[config.mk]
export PLATFORM = sky130hd
export DESIGN_NAME = serial_command_line_decoder_unit_flat
export DESIGN_NICKNAME = d
export VERILOG_FILES = /design/src/rtl/scld_pkg.sv /design/src/rtl/scld_if.sv /design/src/rtl/serial_command_line_decoder_unit.sv /design/src/flat_wrapper.sv
export SDC_FILE = /design/constraint.sdc
export NUM_CORES = 1
export LEC_CHECK = 0
export BUFFER_PORTS_ARGS = -buffer_cell sky130_fd_sc_hd__buf_2
export CAP_MARGIN = 20
export CELL_PAD_IN_SITES_DETAIL_PLACEMENT = 1
export CELL_PAD_IN_SITES_GLOBAL_PLACEMENT = 2
export CORE_UTILIZATION = 41
export CTS_CLUSTER_SIZE = 25
export DETAILED_ROUTE_END_ITERATION = 8
export PLACE_DENSITY = 0.9
export SLEW_MARGIN = 15
export SYNTH_ARGS = -nofsm -noshare
export SYNTH_HDL_FRONTEND = slang
export SYNTH_SLANG_ARGS = --single-unit
[constraint.sdc]
create_clock -name clk -period 4.9 [get_ports clk]
set_clock_uncertainty 0.05 [all_clocks]
set_input_delay 1.225 -clock clk [delete_from_list [all_inputs] [get_ports clk]]
set_output_delay 1.225 -clock clk [all_outputs]
set_load 0.01 [all_outputs]
[src/rtl/scld_pkg.sv]
// package with the phase type, keyword codes and keyword tables of the command line decoder
`timescale 1ns / 1ps

package scld_pkg;

    localparam int RX_BYTE_W = 8;
    localparam int CODE_W    = 3;
    localparam int FLOOR_W   = 2;
    localparam int KW_W      = 3;
    localparam int POS_W     = 3;
    localparam int VALUE_W   = 3;

    typedef enum logic [3:0] {
        PH_LEAD      = 4'd0,
        PH_DEAD      = 4'd1,
        PH_KEY       = 4'd2,
        PH_UNKNOWN   = 4'd3,
        PH_DONE      = 4'd4,
        PH_CALL_WS   = 4'd5,
        PH_CALL_SIGN = 4'd6,
        PH_CALL_DIG  = 4'd7,
        PH_CALL_END  = 4'd8
    } phase_t;

    localparam logic [KW_W-1:0] KW_HELP   = 3'd0;
    localparam logic [KW_W-1:0] KW_STATUS = 3'd1;
    localparam logic [KW_W-1:0] KW_RESUME = 3'd2;
    localparam logic [KW_W-1:0] KW_CALL   = 3'd3;
    localparam logic [KW_W-1:0] KW_NONE   = 3'd7;

    localparam logic [CODE_W-1:0] CMD_HELP      = 3'd0;
    localparam logic [CODE_W-1:0] CMD_STATUS    = 3'd1;
    localparam logic [CODE_W-1:0] CMD_RESUME    = 3'd2;
    localparam logic [CODE_W-1:0] CMD_CALL_OK   = 3'd3;
    localparam logic [CODE_W-1:0] CMD_CALL_FAIL = 3'd4;
    localparam logic [CODE_W-1:0] CMD_UNKNOWN   = 3'd5;

    localparam logic [RX_BYTE_W-1:0] CH_CR    = 8'h0D;
    localparam logic [RX_BYTE_W-1:0] CH_LF    = 8'h0A;
    localparam logic [RX_BYTE_W-1:0] CH_SPACE = 8'h20;
    localparam logic [RX_BYTE_W-1:0] CH_TAB   = 8'h09;
    localparam logic [RX_BYTE_W-1:0] CH_PLUS  = 8'h2B;
    localparam logic [RX_BYTE_W-1:0] CH_MINUS = 8'h2D;
    localparam logic [RX_BYTE_W-1:0] CH_ZERO  = 8'h30;
    localparam logic [RX_BYTE_W-1:0] CH_NINE  = 8'h39;
    localparam logic [RX_BYTE_W-1:0] CH_NUL   = 8'h00;

    // character of a keyword at a position, zero past its end
    function automatic logic [RX_BYTE_W-1:0] kw_char(input logic [KW_W-1:0] kw,
                                                     input logic [POS_W-1:0] pos);
        logic [RX_BYTE_W-1:0] ch;
        ch = CH_NUL;
        case ({kw, pos})
            {KW_HELP, 3'd0}:   ch = "H";
            {KW_HELP, 3'd1}:   ch = "E";
            {KW_HELP, 3'd2}:   ch = "L";
            {KW_HELP, 3'd3}:   ch = "P";
            {KW_STATUS, 3'd0}: ch = "S";
            {KW_STATUS, 3'd1}: ch = "T";
            {KW_STATUS, 3'd2}: ch = "A";
            {KW_STATUS, 3'd3}: ch = "T";
            {KW_STATUS, 3'd4}: ch = "U";
            {KW_STATUS, 3'd5}: ch = "S";
            {KW_RESUME, 3'd0}: ch = "R";
            {KW_RESUME, 3'd1}: ch = "E";
            {KW_RESUME, 3'd2}: ch = "S";
            {KW_RESUME, 3'd3}: ch = "U";
            {KW_RESUME, 3'd4}: ch = "M";
            {KW_RESUME, 3'd5}: ch = "E";
            {KW_CALL, 3'd0}:   ch = "C";
            {KW_CALL, 3'd1}:   ch = "A";
            {KW_CALL, 3'd2}:   ch = "L";
            {KW_CALL, 3'd3}:   ch = "L";
            default:           ch = CH_NUL;
        endcase
        return ch;
    endfunction

    function automatic logic [POS_W-1:0] kw_len(input logic [KW_W-1:0] kw);
        logic [POS_W-1:0] len;
        case (kw)
            KW_HELP:   len = 3'd4;
            KW_STATUS: len = 3'd6;
            KW_RESUME: len = 3'd6;
            KW_CALL:   len = 3'd4;
            default:   len = 3'd0;
        endcase
        return len;
    endfunction

endpackage

[src/rtl/scld_if.sv]
// valid/ready channel interfaces for received bytes and decoded commands
`timescale 1ns / 1ps

interface scld_rx_if;
    logic       valid;
    logic       ready;
    logic [7:0] rx_byte;

    modport source (output valid, output rx_byte, input ready);
    modport sink (input valid, input rx_byte, output ready);
endinterface

interface scld_cmd_if;
    logic       valid;
    logic       ready;
    logic [2:0] command_code;
    logic [1:0] call_floor;

    modport source (output valid, output command_code, output call_floor, input ready);
    modport sink (input valid, input command_code, input call_floor, output ready);
endinterface

[src/rtl/serial_command_line_decoder_unit.sv]
// serial command line decoder: on-the-fly keyword and CALL number parser
// usage:
//   rx carries one received character per transaction; cmd carries one
//   decoded command per line with a non-blank, non-NUL lead (command_code, call_floor)
//   bytes pass an input register, then one pass of decode logic updates the
//   parse state and loads the result register
//   a line-ending byte waits in the input register until cmd can take a
//   result, and its decoded command, if any, is then loaded into the result register
//   throughput: one byte per cycle while cmd does not stall, set by the single
//   decode pass between the input register and the result register
//   when cmd stalls, a byte waits in the input register and rx ready drops
//   only once both registers are full
//   reset clears both registers and puts the parser at the start of a line
//   lines longer than LINE_BUFFER_BYTES-1 characters drop the next byte and
//   restart decoding
`timescale 1ns / 1ps

module serial_command_line_decoder_unit
    import scld_pkg::*;
#(
    parameter int LINE_BUFFER_BYTES = 64
) (
    input  logic              clk,
    input  logic              rst_n,
    scld_rx_if.sink           rx,
    scld_cmd_if.source        cmd
);

    localparam int CNT_W = $clog2(LINE_BUFFER_BYTES);
    localparam logic [CNT_W-1:0] CNT_LAST = CNT_W'(LINE_BUFFER_BYTES - 1);

    logic                 in_valid_reg;
    logic [RX_BYTE_W-1:0] in_byte_reg;

    logic [CNT_W-1:0]     line_count_reg, line_count_next;
    phase_t               phase_reg, phase_next;
    logic [KW_W-1:0]      cand_reg, cand_next;
    logic [POS_W-1:0]     pos_reg, pos_next;
    logic [VALUE_W-1:0]   value_reg, value_next;
    logic                 neg_reg, neg_next;

    logic                 out_valid_reg, out_valid_next;
    logic [CODE_W-1:0]    out_code_reg, out_code_next;
    logic [FLOOR_W-1:0]   out_floor_reg, out_floor_next;

    logic                 advance;
    logic                 emit;

    assign advance  = in_valid_reg && (!out_valid_reg || cmd.ready);
    assign rx.ready = !in_valid_reg || advance;

    assign cmd.valid        = out_valid_reg;
    assign cmd.command_code = out_code_reg;
    assign cmd.call_floor   = out_floor_reg;

    always_ff @(posedge clk or negedge rst_n)
    begin
        if (!rst_n)
        begin
            in_valid_reg <= 1'b0;
        end
        else if (rx.ready)
        begin
            in_valid_reg <= rx.valid;
        end
    end

    always_ff @(posedge clk)
    begin
        if (rx.ready && rx.valid)
        begin
            in_byte_reg <= rx.rx_byte;
        end
    end

    // decode pass for the byte in the input register
    always_comb
    begin
        logic [RX_BYTE_W-1:0] c;
        logic [RX_BYTE_W-1:0] u;
        logic                 is_digit;
        logic [5:0]           acc;
        logic [POS_W-1:0]     pos_inc;

        c        = in_byte_reg;
        u        = (c >= "a" && c <= "z") ? c - 8'd32 : c;
        is_digit = (c >= CH_ZERO) && (c <= CH_NINE);
        acc      = 6'(value_reg) * 6'd10 + 6'(c - CH_ZERO);
        pos_inc  = pos_reg + 3'd1;

        line_count_next = line_count_reg;
        phase_next      = phase_reg;
        cand_next       = cand_reg;
        pos_next        = pos_reg;
        value_next      = value_reg;
        neg_next        = neg_reg;
        emit            = 1'b0;
        out_code_next   = CMD_UNKNOWN;
        out_floor_next  = '0;

        if (c == CH_CR || c == CH_LF)
        begin
            if (line_count_reg != '0)
            begin
                case (phase_reg)
                    PH_LEAD, PH_DEAD:
                    begin
                        emit = 1'b0;
                    end
                    PH_DONE:
                    begin
                        emit          = 1'b1;
                        out_code_next = (cand_reg < KW_CALL) ? cand_reg : CMD_UNKNOWN;
                    end
                    PH_CALL_WS, PH_CALL_SIGN, PH_CALL_DIG, PH_CALL_END:
                    begin
                        emit = 1'b1;
                        if (!neg_reg && value_reg >= 3'd1 && value_reg <= 3'd3)
                        begin
                            out_code_next  = CMD_CALL_OK;
                            out_floor_next = value_reg[FLOOR_W-1:0];
                        end
                        else
                        begin
                            out_code_next = CMD_CALL_FAIL;
                        end
                    end
                    default:
                    begin
                        emit          = 1'b1;
                        out_code_next = CMD_UNKNOWN;
                    end
                endcase
                line_count_next = '0;
                phase_next      = PH_LEAD;
                cand_next       = KW_NONE;
                pos_next        = '0;
                value_next      = '0;
                neg_next        = 1'b0;
            end
        end
        else if (line_count_reg < CNT_LAST)
        begin
            line_count_next = line_count_reg + 1'b1;
            case (phase_reg)
                PH_LEAD:
                begin
                    if (c == CH_SPACE || c == CH_TAB)
                    begin
                        phase_next = PH_LEAD;
                    end
                    else if (c == CH_NUL)
                    begin
                        phase_next = PH_DEAD;
                    end
                    else if (u == kw_char(KW_HELP, 3'd0))
                    begin
                        cand_next  = KW_HELP;
                        pos_next   = 3'd1;
                        phase_next = PH_KEY;
                    end
                    else if (u == kw_char(KW_STATUS, 3'd0))
                    begin
                        cand_next  = KW_STATUS;
                        pos_next   = 3'd1;
                        phase_next = PH_KEY;
                    end
                    else if (u == kw_char(KW_RESUME, 3'd0))
                    begin
                        cand_next  = KW_RESUME;
                        pos_next   = 3'd1;
                        phase_next = PH_KEY;
                    end
                    else if (u == kw_char(KW_CALL, 3'd0))
                    begin
                        cand_next  = KW_CALL;
                        pos_next   = 3'd1;
                        phase_next = PH_KEY;
                    end
                    else
                    begin
                        phase_next = PH_UNKNOWN;
                    end
                end
                PH_KEY:
                begin
                    if (cand_reg > KW_CALL || pos_reg > 3'd6)
                    begin
                        phase_next = PH_UNKNOWN;
                    end
                    else if (u != CH_NUL && u == kw_char(cand_reg, pos_reg))
                    begin
                        pos_next = pos_inc;
                        if (pos_inc >= kw_len(cand_reg))
                        begin
                            phase_next = (cand_reg == KW_CALL) ? PH_CALL_WS : PH_DONE;
                        end
                    end
                    else
                    begin
                        phase_next = PH_UNKNOWN;
                    end
                end
                PH_CALL_WS:
                begin
                    if (c == CH_SPACE || (c >= CH_TAB && c <= CH_CR))
                    begin
                        phase_next = PH_CALL_WS;
                    end
                    else if (c == CH_PLUS || c == CH_MINUS)
                    begin
                        neg_next   = (c == CH_MINUS);
                        phase_next = PH_CALL_SIGN;
                    end
                    else if (is_digit)
                    begin
                        value_next = (acc > 6'd4) ? 3'd4 : acc[VALUE_W-1:0];
                        phase_next = PH_CALL_DIG;
                    end
                    else
                    begin
                        phase_next = PH_CALL_END;
                    end
                end
                PH_CALL_SIGN, PH_CALL_DIG:
                begin
                    if (is_digit)
                    begin
                        value_next = (acc > 6'd4) ? 3'd4 : acc[VALUE_W-1:0];
                        phase_next = PH_CALL_DIG;
                    end
                    else
                    begin
                        phase_next = PH_CALL_END;
                    end
                end
                default:
                begin
                    phase_next = phase_reg;
                end
            endcase
        end
        else
        begin
            // overlong line: drop this byte and restart
            line_count_next = '0;
            phase_next      = PH_LEAD;
            cand_next       = KW_NONE;
            pos_next        = '0;
            value_next      = '0;
            neg_next        = 1'b0;
        end
    end

    assign out_valid_next = advance ? emit : (out_valid_reg && !cmd.ready);

    always_ff @(posedge clk or negedge rst_n)
    begin
        if (!rst_n)
        begin
            line_count_reg <= '0;
            phase_reg      <= PH_LEAD;
            cand_reg       <= KW_NONE;
            pos_reg        <= '0;
            value_reg      <= '0;
            neg_reg        <= 1'b0;
            out_valid_reg  <= 1'b0;
        end
        else
        begin
            out_valid_reg <= out_valid_next;
            if (advance)
            begin
                line_count_reg <= line_count_next;
                phase_reg      <= phase_next;
                cand_reg       <= cand_next;
                pos_reg        <= pos_next;
                value_reg      <= value_next;
                neg_reg        <= neg_next;
            end
        end
    end

    always_ff @(posedge clk)
    begin
        if (advance && emit)
        begin
            out_code_reg  <= out_code_next;
            out_floor_reg <= out_floor_next;
        end
    end

endmodule
[src/flat_wrapper.sv]
// flat-port wrapper written by rule: the top's interface ports become plain ports
module serial_command_line_decoder_unit_flat import scld_pkg::*;
#(
    parameter int LINE_BUFFER_BYTES = 64
)
  (clk, rst_n, rx_valid, rx_rx_byte, rx_ready, cmd_valid, cmd_command_code, cmd_call_floor, cmd_ready);
  scld_rx_if rx_i ();
  scld_cmd_if cmd_i ();
  input  logic clk;
  input  logic rst_n;
  input wire logic [$bits(rx_i.valid)-1:0] rx_valid;
  input wire logic [$bits(rx_i.rx_byte)-1:0] rx_rx_byte;
  output wire logic [$bits(rx_i.ready)-1:0] rx_ready;
  output wire logic [$bits(cmd_i.valid)-1:0] cmd_valid;
  output wire logic [$bits(cmd_i.command_code)-1:0] cmd_command_code;
  output wire logic [$bits(cmd_i.call_floor)-1:0] cmd_call_floor;
  input wire logic [$bits(cmd_i.ready)-1:0] cmd_ready;
  assign rx_i.valid = rx_valid;
  assign rx_i.rx_byte = rx_rx_byte;
  assign rx_ready = rx_i.ready;
  assign cmd_valid = cmd_i.valid;
  assign cmd_command_code = cmd_i.command_code;
  assign cmd_call_floor = cmd_i.call_floor;
  assign cmd_i.ready = cmd_ready;
  serial_command_line_decoder_unit #(.LINE_BUFFER_BYTES(LINE_BUFFER_BYTES)) u_core (.clk(clk), .rst_n(rst_n), .rx(rx_i), .cmd(cmd_i));
endmodule
* Word-level counts from Yosys, hierarchy flattened *
Memory sizes are Yosys's and may differ from the RTL's.
Index checks and enable logic that the tools add are counted.

storage, ports and cells
  bits in registers = 35
  ROM bits = 192
  word-level logic and storage cells = 185
  memories = 1

cells by class
  add/subtract/negate cells = 5
  multiply operators = 1
  $lt $le $gt $ge = 14
  equality and inequality tests = 40
  multiplexer cells = 74
  reductions and logical operators = 39

memory list
  memory           depth  bits a word  read ports  clocked after memory_dff  write ports  RTL line        text
  (no name shown)  32     6            1           0                         0            scld_pkg.sv:53  case ({kw, pos})

operator list
  cell                                                               number
  two-way mux 3 bit                                                  34
  two-way mux 4 bit                                                  14
  two-way mux 8 bit                                                  6
  == test 8 x 7 -> 1 bit, second input constant                      4
  != test 4 x 3 -> 1 bit, second input constant                      8
  == test 8 x 4 -> 1 bit, second input constant                      3
  == test 8 x 6 -> 1 bit, second input constant                      3
  one-hot mux 3 bit (2 select lines)                                 4
  two-way mux 6 bit                                                  3
  != test 3 x 2 -> 1 bit, second input constant                      6
  != test 6 x 5 -> 1 bit, second input constant                      3
  == test 4 x 3 -> 1 bit, second input constant                      4
  one-hot mux 4 bit (4 select lines)                                 1
  two-way mux 1 bit                                                  12
  logical AND 1 bit                                                  10
  AND reduction 5 bit                                                2
  == test 8 bit                                                      1
  greater-or-equal comparator 8 x 4 -> 1 bit, second input constant  1
  greater-or-equal comparator 8 x 6 -> 1 bit, second input constant  1
  greater-or-equal comparator 8 x 7 -> 1 bit, second input constant  1
  <= comparator 8 x 4 -> 1 bit, second input constant                1
  <= comparator 8 x 6 -> 1 bit, second input constant                1
  <= comparator 8 x 7 -> 1 bit, second input constant                1
  logical NOT 8 bit                                                  1
  other kinds (33)                                                   48

* Longest topological paths before layout *
Gate-level depths: netlist (run 1).

  word-level depth = 20
  gate-level depth with buffers = 11

* Least setup slack after synthesis (run 1) *
No wires, ideal clock.

  path type = flip-flop to flip-flop
  start = reg u_core.pos_reg[2]
  end = reg u_core.phase_reg[2]
  arrival time = 2901 ps
  data required time = 4722 ps
  slack = 1821 ps
  cell stages (with the launch flop) = 11
  path buffers = 1
  period minus slack after synthesis = 3079 ps
  cell sequence = dfrtp_1 buf_2 inv_1 ha_1 or3b_2 o211a_1 or3_1 a222oi_1 nand3_1 o21ai_2 mux2_1

between the ends
  cells in the longest elaborated chain, start to end = 13

ends and longest elaborated chain
  what                                RTL line                                 text
  start, declared                     serial_command_line_decoder_unit.sv:38   logic [POS_W-1:0] pos_reg, pos_next;
  start signal, assigned              serial_command_line_decoder_unit.sv:277  pos_reg <= pos_next;
  memory read (32 x 6 bit)            -
  two-way mux 8 bit                   scld_pkg.sv:53
  two-way mux 8 bit                   serial_command_line_decoder_unit.sv:187  if (cand_reg > KW_CALL || pos_reg > 3'd6)
  two-way mux 8 bit                   serial_command_line_decoder_unit.sv:145  case (phase_reg)
  two-way mux 8 bit                   serial_command_line_decoder_unit.sv:142  else if (line_count_reg < CNT_LAST)
  two-way mux 8 bit                   serial_command_line_decoder_unit.sv:101  if (c == CH_CR || c == CH_LF)
  == test 8 bit                       serial_command_line_decoder_unit.sv:191  else if (u != CH_NUL && u == kw_char(cand_reg, pos_reg))
  logical AND 1 bit                   serial_command_line_decoder_unit.sv:191
  two-way mux 4 bit                   serial_command_line_decoder_unit.sv:191
  two-way mux 4 bit                   serial_command_line_decoder_unit.sv:187
  one-hot mux 4 bit (4 select lines)  serial_command_line_decoder_unit.sv:145
  two-way mux 4 bit                   serial_command_line_decoder_unit.sv:142
  two-way mux 4 bit                   serial_command_line_decoder_unit.sv:101
  end signal, assigned                serial_command_line_decoder_unit.sv:275  phase_reg <= phase_next;
  end, declared                       serial_command_line_decoder_unit.sv:36   phase_t phase_reg, phase_next;

Several ways; a longest one is shown, not always the timed one. The select of a mux whose other input is x is not followed.
A chain may end at the register's enable or synchronous reset.

* Worst setup path in the final report (run 1) *
  start = reg u_core.pos_reg[1]
  end = reg u_core.phase_reg[2]

The elaborated chain is that of the path after synthesis.

==> results.md, run 1 <==
* Run status: finished clean
* TritonRoute pass-1 iters at 4
* Ant diodes at 0
* Ys async rst share at 0.6286
* Yosys warns at 0
* Global-route wire length before repair at approximately 13000 um
* Drt total wl at 7986 um
* Seq/Total Area, Yosys at 0.3278
* Clk root buf: clkbuf_8
* Remaining global-route overflow at 0
* Compound-cell area share of the yosys netlist at 0.2223
* Distinct cell type count after synthesis at 60
* WL per Instance at 18.11 um
* Post-cts resize count at 0
* Clk slew on worst S/H paths at 80 ps
* Hpwl dp at 5900 um
* Setup TNS at 0 ps
* Hold Buf Count CTS at 0
* Pwr/cell area at 320.6 nW/um2
* Rel. slew slack at 0.4589
* I/O pin cnt at 19
* Final Hold Viols at 0
* Area Growth Syn to Fin at 7.946%
* GPL Wtd Cong at 0.8225
* Design Power at 0.9971 mW
* Register bit total from synthesis at 35
* Chip Height at ~86 um
* 1st-iter DRT viols at 127
* Syn Nets at 370
* Core ar. at approximately 6800 um2
* Vias in the first global route at 2627
* Worst Max-Slew Pin Slew at about 800 ps
* Layout cells sized above 1 at 0.09855
* Largest register FFs at 8
* RSZ-0062 raised after global routing: no
* Antenna violations before repair at 0
* IO buf count at 18
* CTS tree: yes
* Final max-slew violation count at 0
* Period utilization at 0.7163
* Post-Synth Adder-Cell Area at 0.1068
* Synth Area in Simple Gates at 0.2427
* Setup Crit Path Kind: register to register
* Rows at 30
* CTS Sinks at 35
* FMAX at 284.9 MHz
* Number of setup buffers added after CTS at 0
* Nets@finish at 380
* Setup Viol. Count Final at 0
* Clock Path Buffers at 2
* Post-synth EDFFs at 13
* Largest net degree at the start of global routing at 23
* Initial Util at 0.4241
* # H-tree levels at 2
* Worst vdd ir at approximately 0.19 mV
* Critical Path AT at 3630 ps
* Post-synthesis cell area at 2882 um2
* Syn avg cell area at 8.627 um2
* GR Util All Layers at 0.2336
* Max cap viols at 0
* Hold Slack at 485.7 ps
* Pre-CTS WS at about 1400 ps
* Worst setup SP type: register
* Hold Crit Class: register to register
* Post-route setup slack at ~1400 ps
* Via/cell ratio at about 5.9
* XOR/XNOR share of the synthesized area at 0.03040
* Main synth FF type: dfrtp_1
* FF-to-FF setup slack at 1390 ps
* Clock Latency Late Sink at 290 ps
* Proportion of synthesized area in mux cells at 0.02215
* Num CTS Buffers at 5
* Final min period at between 3000 and 4000 ps
* Largest family of logic cells by synthesized area: simple AND/OR/NAND/NOR gates
* Leak at 1.264 nW
* CP required at 5020 ps
* Antenna-violating nets left at 0
* Die width at around 86 um
* Endpoint class of the critical path: register
* Cells after Synth at 334
* Worst-path maximum fanout at 9
* Routed vias at approximately 2600
* DRC errors left at 0
* Die ar. at 7368 um2
==> power breakdown <==
group          total, mW  internal [mW]  switching, mW
clock network      0.209          0.100          0.109
logic              0.313          0.136          0.177
registers          0.475          0.359          0.115
==> Yosys cell counts, drive strengths merged (2+ instances only) <==
master  number  area (um2)
a211o        2       17.52
a211oi       2       15.01
a21o         5       37.54
a21oi       13       65.06
a22o         3       26.28
a31o         2       17.52
a31oi        3       18.77
a32o         3       30.03
a32oi        3       26.28
a41o         2       20.02
and2         8       50.05
and3         3       18.77
buf          3       21.27
clkbuf      13       48.80
dfrtp       19       475.5
dfstp        3       78.83
edfxtp      13       390.4
ha          23       287.8
inv         18       67.56
mux2         3       33.78
mux2i        3       30.03
nand2       24       90.09
nand2b      12       75.07
nand3       15       75.07
nand3b       4       30.03
nand4        2       12.51
nor2        29       108.9
nor2b        6       37.54
nor3        11       55.05
nor3b        2       15.01
nor4         3       18.77
nor4b        2       17.52
o211a        2       20.02
o211ai       5       37.54
o21a         3       22.52
o21ai       22       113.9
o22a         2       17.52
o22ai        4       25.02
o31ai        3       22.52
o32ai        3       26.28
or3          6       37.54
or3b         2       17.52
or4          2       15.01
xnor2        5       43.79
xor2         5       43.79
==> through the flow <==
| step | cells | util | cell area, um2 |
|---|---|---|---|
| finish | 441 | 0.4578 | 3110 |
| global route | 441 | 0.4578 | 3110 |
| CTS | 441 | 0.4578 | 3110 |
| detailed placement | 433 | 0.4459 | 3029 |
| global placement | 433 | 0.4459 | 3029 |
| floorplan | 334 | - | 2882 |
==> cells by family after synthesis <==
| family | count (synthesis) |
|---|---|
| AO/OA/AOI/OAI | 91 |
| adder cells (fa/ha/maj) | 24 |
| buffers and inverters | 34 |
| XOR/XNOR | 10 |
| flip-flops | 35 |
| multiplexers | 6 |
| AND/OR/NAND/NOR | 134 |
==> worst max-delay path, cell delays in order, from the launching register on <==
cell,delay (ps)
dfrtp_1,520
inv_1,210
ha_1,220
or4b_1,460
o211a_1,130
or3_1,300
a222oi_1,720
nand3_1,180
o21ai_2,260
mux2_1,340
==> final cells by class <==
| cell class | instances | area, um2 |
|---|---|---|
| Fill cell | 840 | 3684 |
| Tap cell | 96 | 120.1 |
| Sequential cell | 35 | 944.7 |
| Clock inverter | 1 | 5.005 |
| Timing Repair Buffer | 19 | 97.59 |
| Inverter | 18 | 67.56 |
| Clock buffer | 7 | 76.32 |
| Multi-Input combinational cell | 265 | 1799 |
==> per-layer routing <==
layer,global-route usage,routed length [um]
met3,0.02599,165
met4,0.04545,73
met1,0.3199,3808
met5,0,0
met2,0.4022,3938
==> cells in the final DEF (no fill, tap or decap), types with 12 or more instances in the layout <==
cell type,netlist,layout
nor2_1,29,29
nand2_1,24,24
ha_1,23,23
o21ai_0,21,21
dfrtp_1,19,19
inv_1,18,18
buf_2,2,18
nand3_1,15,15
a21oi_1,13,13
edfxtp_1,13,13
nand2b_1,12,12
==> final timing paths <==
check,startpoint,to,depth (start not counted)
hold / removal,u_core.neg_reg,u_core.neg_reg,2
setup reg to reg,u_core.pos_reg[1],u_core.phase_reg[2],9
setup / recovery,u_core.pos_reg[1],u_core.phase_reg[2],9
min in group asynchronous,rst_n,u_core.pos_reg[0],1
hold reg to reg,u_core.neg_reg,u_core.neg_reg,2
max in group asynchronous,rst_n,u_core.cand_reg[0],1
(Power assumes the default switching activity.)
==> inputs of run 2 (changes only) <==
--- a/config.mk
+++ b/config.mk
@@ -9,10 +9,10 @@
 export CAP_MARGIN = 20
 export CELL_PAD_IN_SITES_DETAIL_PLACEMENT = 1
 export CELL_PAD_IN_SITES_GLOBAL_PLACEMENT = 2
-export CORE_UTILIZATION = 41
+export CORE_UTILIZATION = 34
 export CTS_CLUSTER_SIZE = 25
 export DETAILED_ROUTE_END_ITERATION = 8
-export PLACE_DENSITY = 0.9
+export PLACE_DENSITY = 0.8
 export SLEW_MARGIN = 15
 export SYNTH_ARGS = -nofsm -noshare
 export SYNTH_HDL_FRONTEND = slang
==> constraint.sdc (replaced) <==
create_clock -name clk -period 3.04 [get_ports clk]
set_clock_uncertainty 0.05 [all_clocks]
set_input_delay 0.76 -clock clk [delete_from_list [all_inputs] [get_ports clk]]
set_output_delay 0.76 -clock clk [all_outputs]
set_load 0.01 [all_outputs]
==> results.md, run 2 (synthesis results as in run 1) <==
* Run status: finished clean (unchanged)
* WL per Instance at 18.63 um (was 18.11 um)
* Rel. slew slack at 0.5790 (was 0.4589)
* Clk root buf: clkbuf_8 (unchanged)
* TritonRoute pass-1 iters at 4 (unchanged)
* Ant diodes at 0 (unchanged)
* FF-to-FF Start: u_core.pos_reg[1] (unchanged)
* Area Growth Syn to Fin at 18.54% (was 7.946%)
* Routed vias at 2737 (was 2613)
* Leak at 1.412 nW (was 1.264 nW)
* Post-route core utilization at 0.4157 (was 0.4578)
* Largest register FFs at 8 (unchanged)
* Worst path slowest cell: or4b_1 (was a222oi_1)
* Setup Crit Path Kind: register to register (unchanged)
* Slowest stage delay, CP at 480 ps (was 720 ps)
* Crit-path leading delay family: simple AND/OR/NAND/NOR gates (was compound AO/OA/AOI/OAI gates)
* Clk slew on worst S/H paths at 80 ps (about the same)
* 1st-iter DRT viols at 138 (was 127)
* Crit-path cells: inv_4 -> ha_2 -> or4b_1 -> o211a_1 -> or3_1 -> a222oi_1 -> buf_4 -> nand3_4 -> o21ai_4 -> mux2_4 (was inv_1 -> ha_1 -> or4b_1 -> o211a_1 -> or3_1 -> a222oi_1 -> nand3_1 -> o21ai_2 -> mux2_1)
* Endpoint class of the critical path: register (unchanged)
* Reg-to-Reg End: u_core.phase_reg[2] (unchanged)
* Worst vdd ir at 0.2437 mV (was 0.1861 mV)
* Pwr/cell area at 495.6 nW/um2 (was 320.6 nW/um2)
* Antenna-violating nets left at 0 (unchanged)
* Largest net degree at the start of global routing at 23 (unchanged)
* FF-to-FF setup slack at 80 ps (was 1390 ps)
* Initial Util at 0.3507 (was 0.4241)
* Core ar. at 8217 um2 (was 6794 um2)
* Via/cell ratio at 5.702 (was 5.925)
* Worst Max-Slew Pin Slew at 628.6 ps (was 811.7 ps)
* Antenna violations before repair at 0 (unchanged)
* Commonest non-fill, non-tap cell in the layout: buf_4 (was nor2_1)
* CTS Sinks at 35 (unchanged)
* GPL Wtd Cong at 0.8255 (was 0.8225)
* Period utilization at 0.9738 (was 0.7163)
* Global-route wire length before repair at 14190 um (was 13370 um)
* Remaining global-route overflow at 0 (unchanged)
* CP Buf/Inv Count at 2 (was 1)
* Hold Crit Class: primary input to asynchronous set/reset pin (was register to register)
* Critical Path AT at 3080 ps (was 3630 ps)
* # H-tree levels at 2 (unchanged)
* FMAX at 337.8 MHz (was 284.9 MHz)
* Clock Path Buffers at 2 (unchanged)
* Clock Latency Late Sink at 290 ps (about the same)
* Rows at 33 (was 30)
* Max cap viols at 0 (unchanged)
* Worst setup SP type: register (unchanged)
* Dpl cells at 464 (was 433)
* CP required at 3160 ps (was 5020 ps)
* GR Util All Layers at 0.2094 (was 0.2336)
* DRC errors left at 0 (unchanged)
* Hpwl dp at 6704 um (was 5900 um)
* Chip Height at 94.06 um (was 85.84 um)
* Drt total wl at 8944 um (was 7986 um)
* IO buf count at 18 (unchanged)
* Die ar. at 8847 um2 (was 7368 um2)
* Num CTS Buffers at 5 (unchanged)
* Vias in the first global route at 2783 (was 2627)
* Most frequent cells in the layout: buf_4, nor2_1, nand2_1 (was nor2_1, nand2_1, ha_1)
* I/O pin cnt at 19 (unchanged)
* Hold Buf Count CTS at 0 (unchanged)
* Final max-slew violation count at 0 (unchanged)
* Worst-path maximum fanout at 5 (was 9)
* Final Non-Filler Cells at 480 (was 441)
* R2R depth at 10 (was 9)
* Setup Viol. Count Final at 0 (unchanged)
* Final Hold Viols at 0 (unchanged)
* Layout cells sized above 1 at 0.2027 (was 0.09855)
* Nets@finish at 410 (was 380)
* Die width at 94.06 um (was 85.84 um)
* Final min period at 2960 ps (was 3510 ps)
* CTS tree: yes (unchanged)
==> run 2: cell types whose count changed in the layout (fill, tap and decap cells not counted), sizes merged <==
cell and change:
buf +30, clkbuf -1, clkinvlp +1
==> run 2: worst reg2reg max path, cell delays in order, from the launching register on <==
cell and delay [ps]:
dfrtp_2 440, inv_4 70, ha_2 170, or4b_1 480, o211a_1 170, or3_1 310, a222oi_1 320, buf_4 210
nand3_4 80, o21ai_4 210, mux2_4 330
==> run 2: area by class of cell <==
class / count / area [um2]
inverters: 18 / 70.07
multi-input cells: 265 / 1856
well taps: 105 / 131.4
clock buffers: 6 / 72.57
fillers: 971 / 4801
clock inverters: 2 / 12.51
flip-flops and latches: 35 / 947.2
repair buffers: 49 / 326.6
==> run 2: worst max-delay path by stage <==
stage / cells past startpoint / slack (ps) / to / startpoint
2_1_floorplan: 9 / 1 / u_core.phase_reg[2] / u_core.pos_reg[1]
3_3_place_gp: 10 / 150 / u_core.phase_reg[2] / u_core.pos_reg[0]
3_5_place_dp: 10 / 50 / u_core.phase_reg[2] / u_core.pos_reg[1]
4_1_cts: 10 / 30 / u_core.phase_reg[2] / u_core.pos_reg[1]
5_1_grt: 10 / -90 / u_core.phase_reg[2] / u_core.pos_reg[0]
6_report: 10 / 80 / u_core.phase_reg[2] / u_core.pos_reg[1]
==> run 2: routing by layer <==
metal	wire length (um)	share of wire	track usage	vias up
met3	303	0.034	0.02346	14
li1	-	-	-	1319
met2	4300	0.48	0.3625	57
met1	4183	0.47	0.2762	1347
met5	0	0	0	-
met4	157	0.018	0.05256	0
==> run 2: metrics by stage <==
step | hold WS [ps] | power, mW | TNS (ps) | instance area, um2 | setup slack [ps]
6_report | 389.1 | 1.693 | 0 | 3416 | 79.57
5_1_grt | 428.5 | 1.804 | -223.1 | 3416 | -93.22
4_1_cts | 412.6 | 1.673 | 0 | 3292 | 28.70
3_5_place_dp | 469.3 | 1.332 | 0 | 3207 | 47.19
3_3_place_gp | 455.8 | 1.309 | 0 | 3207 | 149.1
2_1_floorplan | 414.4 | 1.122 | 0 | 2885 | 1.081
==> run 2: timing repair <==
action                     4_1_cts  5_1_grt
buffers inserted                 0        8
resized for setup                0       15
setup endpoints to repair        0        3
==> run 2: power by group <==
| group | internal, mW | total [mW] | leakage [nW] | switching [mW] |
|---|---|---|---|---|
| logic | 0.269 | 0.617 | 0.977 | 0.348 |
| clock network | 0.160 | 0.333 | 0.0412 | 0.173 |
| registers | 0.579 | 0.743 | 0.394 | 0.164 |
==> inputs of run 3 (changes only) <==
--- a/config.mk
+++ b/config.mk
@@ -9,6 +9,7 @@
 export CAP_MARGIN = 20
 export CELL_PAD_IN_SITES_DETAIL_PLACEMENT = 1
 export CELL_PAD_IN_SITES_GLOBAL_PLACEMENT = 2
+export CORE_ASPECT_RATIO = 0.9
 export CORE_UTILIZATION = 34
 export CTS_CLUSTER_SIZE = 25
 export DETAILED_ROUTE_END_ITERATION = 8
==> results.md, run 3 (synthesis results as in run 1) <==
* # H-tree levels at 2 (unchanged)
* Post-route core utilization at 0.4184 (was 0.4157)
* TritonRoute pass-1 iters at 4 (unchanged)
* Clk slew on worst S/H paths at 80 ps (about the same)
* Commonest non-fill, non-tap cell in the layout: nor2_1 (was buf_4)
* 1st-iter DRT viols at 140 (was 138)
* Crit-path cells: ha_4 -> ha_1 -> or3b_2 -> o211a_1 -> or3_1 -> a222oi_1 -> buf_4 -> nand3_2 -> o21ai_4 -> mux2_4 (was inv_4 -> ha_2 -> or4b_1 -> o211a_1 -> or3_1 -> a222oi_1 -> buf_4 -> nand3_4 -> o21ai_4 -> mux2_4)
* WL per Instance at 18.38 um (was 18.63 um)
* Most frequent cells in the layout: nor2_1, buf_4, nand2_1 (was buf_4, nor2_1, nand2_1)
* Rows at 31 (was 33)
* Hpwl dp at 6490 um (was 6704 um)
* Design Power at 1.799 mW (was 1.693 mW)
* IO buf count at 18 (unchanged)
* Ant diodes at 0 (unchanged)
* Hold Crit Class: primary input to asynchronous set/reset pin (unchanged)
* Filler Cell Count at 971 (unchanged)
* Nets@finish at 408 (was 410)
* Global-route wire length before repair at 13910 um (was 14190 um)
* Run status: finished clean (unchanged)
* Worst Max-Slew Pin Slew at 599.3 ps (was 628.6 ps)
* Chip Height at 89.34 um (was 94.06 um)
* Clk root buf: clkbuf_8 (unchanged)
* Leak at 1.421 nW (was 1.412 nW)
* GPL Wtd Cong at 0.8025 (was 0.8255)
* Clock Latency Late Sink at 290 ps (about the same)
* FMAX at 335.6 MHz (was 337.8 MHz)
* Final max-slew violation count at 0 (unchanged)
* Antenna-violating nets left at 0 (unchanged)
* Slowest stage delay, CP at 450 ps (was 480 ps)
* Via/cell ratio at 5.691 (was 5.702)
* Dpl cells at 457 (was 464)
* Worst setup SP type: register (unchanged)
* Clock Path Buffers at 2 (unchanged)
* Routed vias at 2686 (was 2737)
* Initial Util at 0.3538 (was 0.3507)
* Post-route setup slack at 60.02 ps (was 79.57 ps)
* Worst vdd ir at 0.2663 mV (was 0.2437 mV)
* I/O pin cnt at 19 (unchanged)
* Rel. slew slack at 0.5974 (was 0.5790)
* Largest register FFs at 8 (unchanged)
* Final Non-Filler Cells at 472 (was 480)
* Die ar. at 8848 um2 (was 8847 um2)
* Largest net degree at the start of global routing at 23 (unchanged)
* Max cap viols at 0 (unchanged)
* Setup Crit Path Kind: register to register (unchanged)
* Vias in the first global route at 2747 (was 2783)
* CP required at 3170 ps (was 3160 ps)
* Antenna violations before repair at 0 (unchanged)
* Endpoint class of the critical path: register (unchanged)
* Area Growth Syn to Fin at 18.28% (was 18.54%)
* CTS Sinks at 35 (unchanged)
* GR Util All Layers at 0.2017 (was 0.2094)
* Die width at 99.04 um (was 94.06 um)
* Hold Buf Count CTS at 0 (unchanged)
* Final Hold Viols at 0 (unchanged)
* Drt total wl at 8674 um (was 8944 um)
* Num CTS Buffers at 5 (unchanged)
* Core ar. at 8145 um2 (was 8217 um2)
* Layout cells sized above 1 at 0.1984 (was 0.2027)
* DRC errors left at 0 (unchanged)
* Period utilization at 0.9803 (was 0.9738)
* Register area at 947.2 um2 (unchanged)
* Worst-path maximum fanout at 5 (unchanged)
* Multi-input gate area at 1841 um2 (was 1856 um2)
* Setup Viol. Count Final at 0 (unchanged)
* Worst path slowest cell: dfrtp_2 (was or4b_1)
* Remaining global-route overflow at 0 (unchanged)
* CTS tree: yes (unchanged)
* Pwr/cell area at 527.9 nW/um2 (was 495.6 nW/um2)
* Critical Path AT at 3110 ps (was 3080 ps)
* Pre-CTS WS at -12.11 ps (was 47.19 ps)
* Final min period at 2980 ps (was 2960 ps)
[run 3: area by class of cell]
class	count	area share
multi-input combinational	265	0.5400
sequential	35	0.2779
timing repair buffer	47	0.09141
tap	99	0.03634
clock buffer	6	0.02423
inverter	18	0.01982
clock inverter	2	0.01028
[run 3: where the power goes]
group	switching [mW]	total [mW]	internal, mW
Sequential	0.141	0.719	0.578
Combinational	0.358	0.629	0.270
Clock	0.186	0.451	0.266
Total	0.685	1.80	1.11
[run 3: timing repair]
item,CTS,global route
pin swaps,0,4
setup endpoints to repair,2,2
setup buffers,2,5
gates resized for setup,0,11
endpoints found under the hold margin,0,0
[run 3: critical path: cells and delay by family (launching register included)]
family / cells / cell delay, ps
muxes: 1 / 320
buffers and inverters: 1 / 210
and+or+nand+nor: 3 / 850
adders and majority gates: 2 / 290
DFF: 1 / 450
AOI/OAI and AO/OA: 3 / 700
[run 3: routing by layer]
| metal | part of all wire | wire length [um] | vias to the layer above | GRT usage |
|---|---|---|---|---|
| li1 | - | - | 1314 | - |
| met1 | 0.50 | 4376 | 1321 | 0.2768 |
| met2 | 0.46 | 3959 | 43 | 0.3369 |
| met3 | 0.027 | 230 | 8 | 0.02893 |
| met4 | 0.012 | 108 | 0 | 0.04885 |
| met5 | 0 | 0 | - | 0 |
[run 3: worst paths after layout]
kind                                   startpoint                   to  slack [ps]  cells after the start
worst max register to register  u_core.pos_reg[0]  u_core.phase_reg[2]          60                     10
worst max-delay path            u_core.pos_reg[0]  u_core.phase_reg[2]          60                     10
max in group asynchronous                   rst_n    u_core.pos_reg[1]        2140                      1
worst min register to register     u_core.neg_reg       u_core.neg_reg         490                      2
min in group clk                   u_core.neg_reg       u_core.neg_reg         490                      2
worst min-delay path                        rst_n    u_core.pos_reg[0]         400                      1
[run 3: per-stage QoR]
| stage | instance area, um2 | setup TNS (ps) | hold WS [ps] |
|---|---|---|---|
| CTS | 3324 | 0 | 418.0 |
| finish | 3408 | 0 | 400.7 |
| detailed placement | 3192 | -23.76 | 471.8 |
| global placement | 3192 | 0 | 451.2 |
| global route | 3408 | -51.28 | 435.2 |
| floorplan | 2885 | 0 | 414.4 |
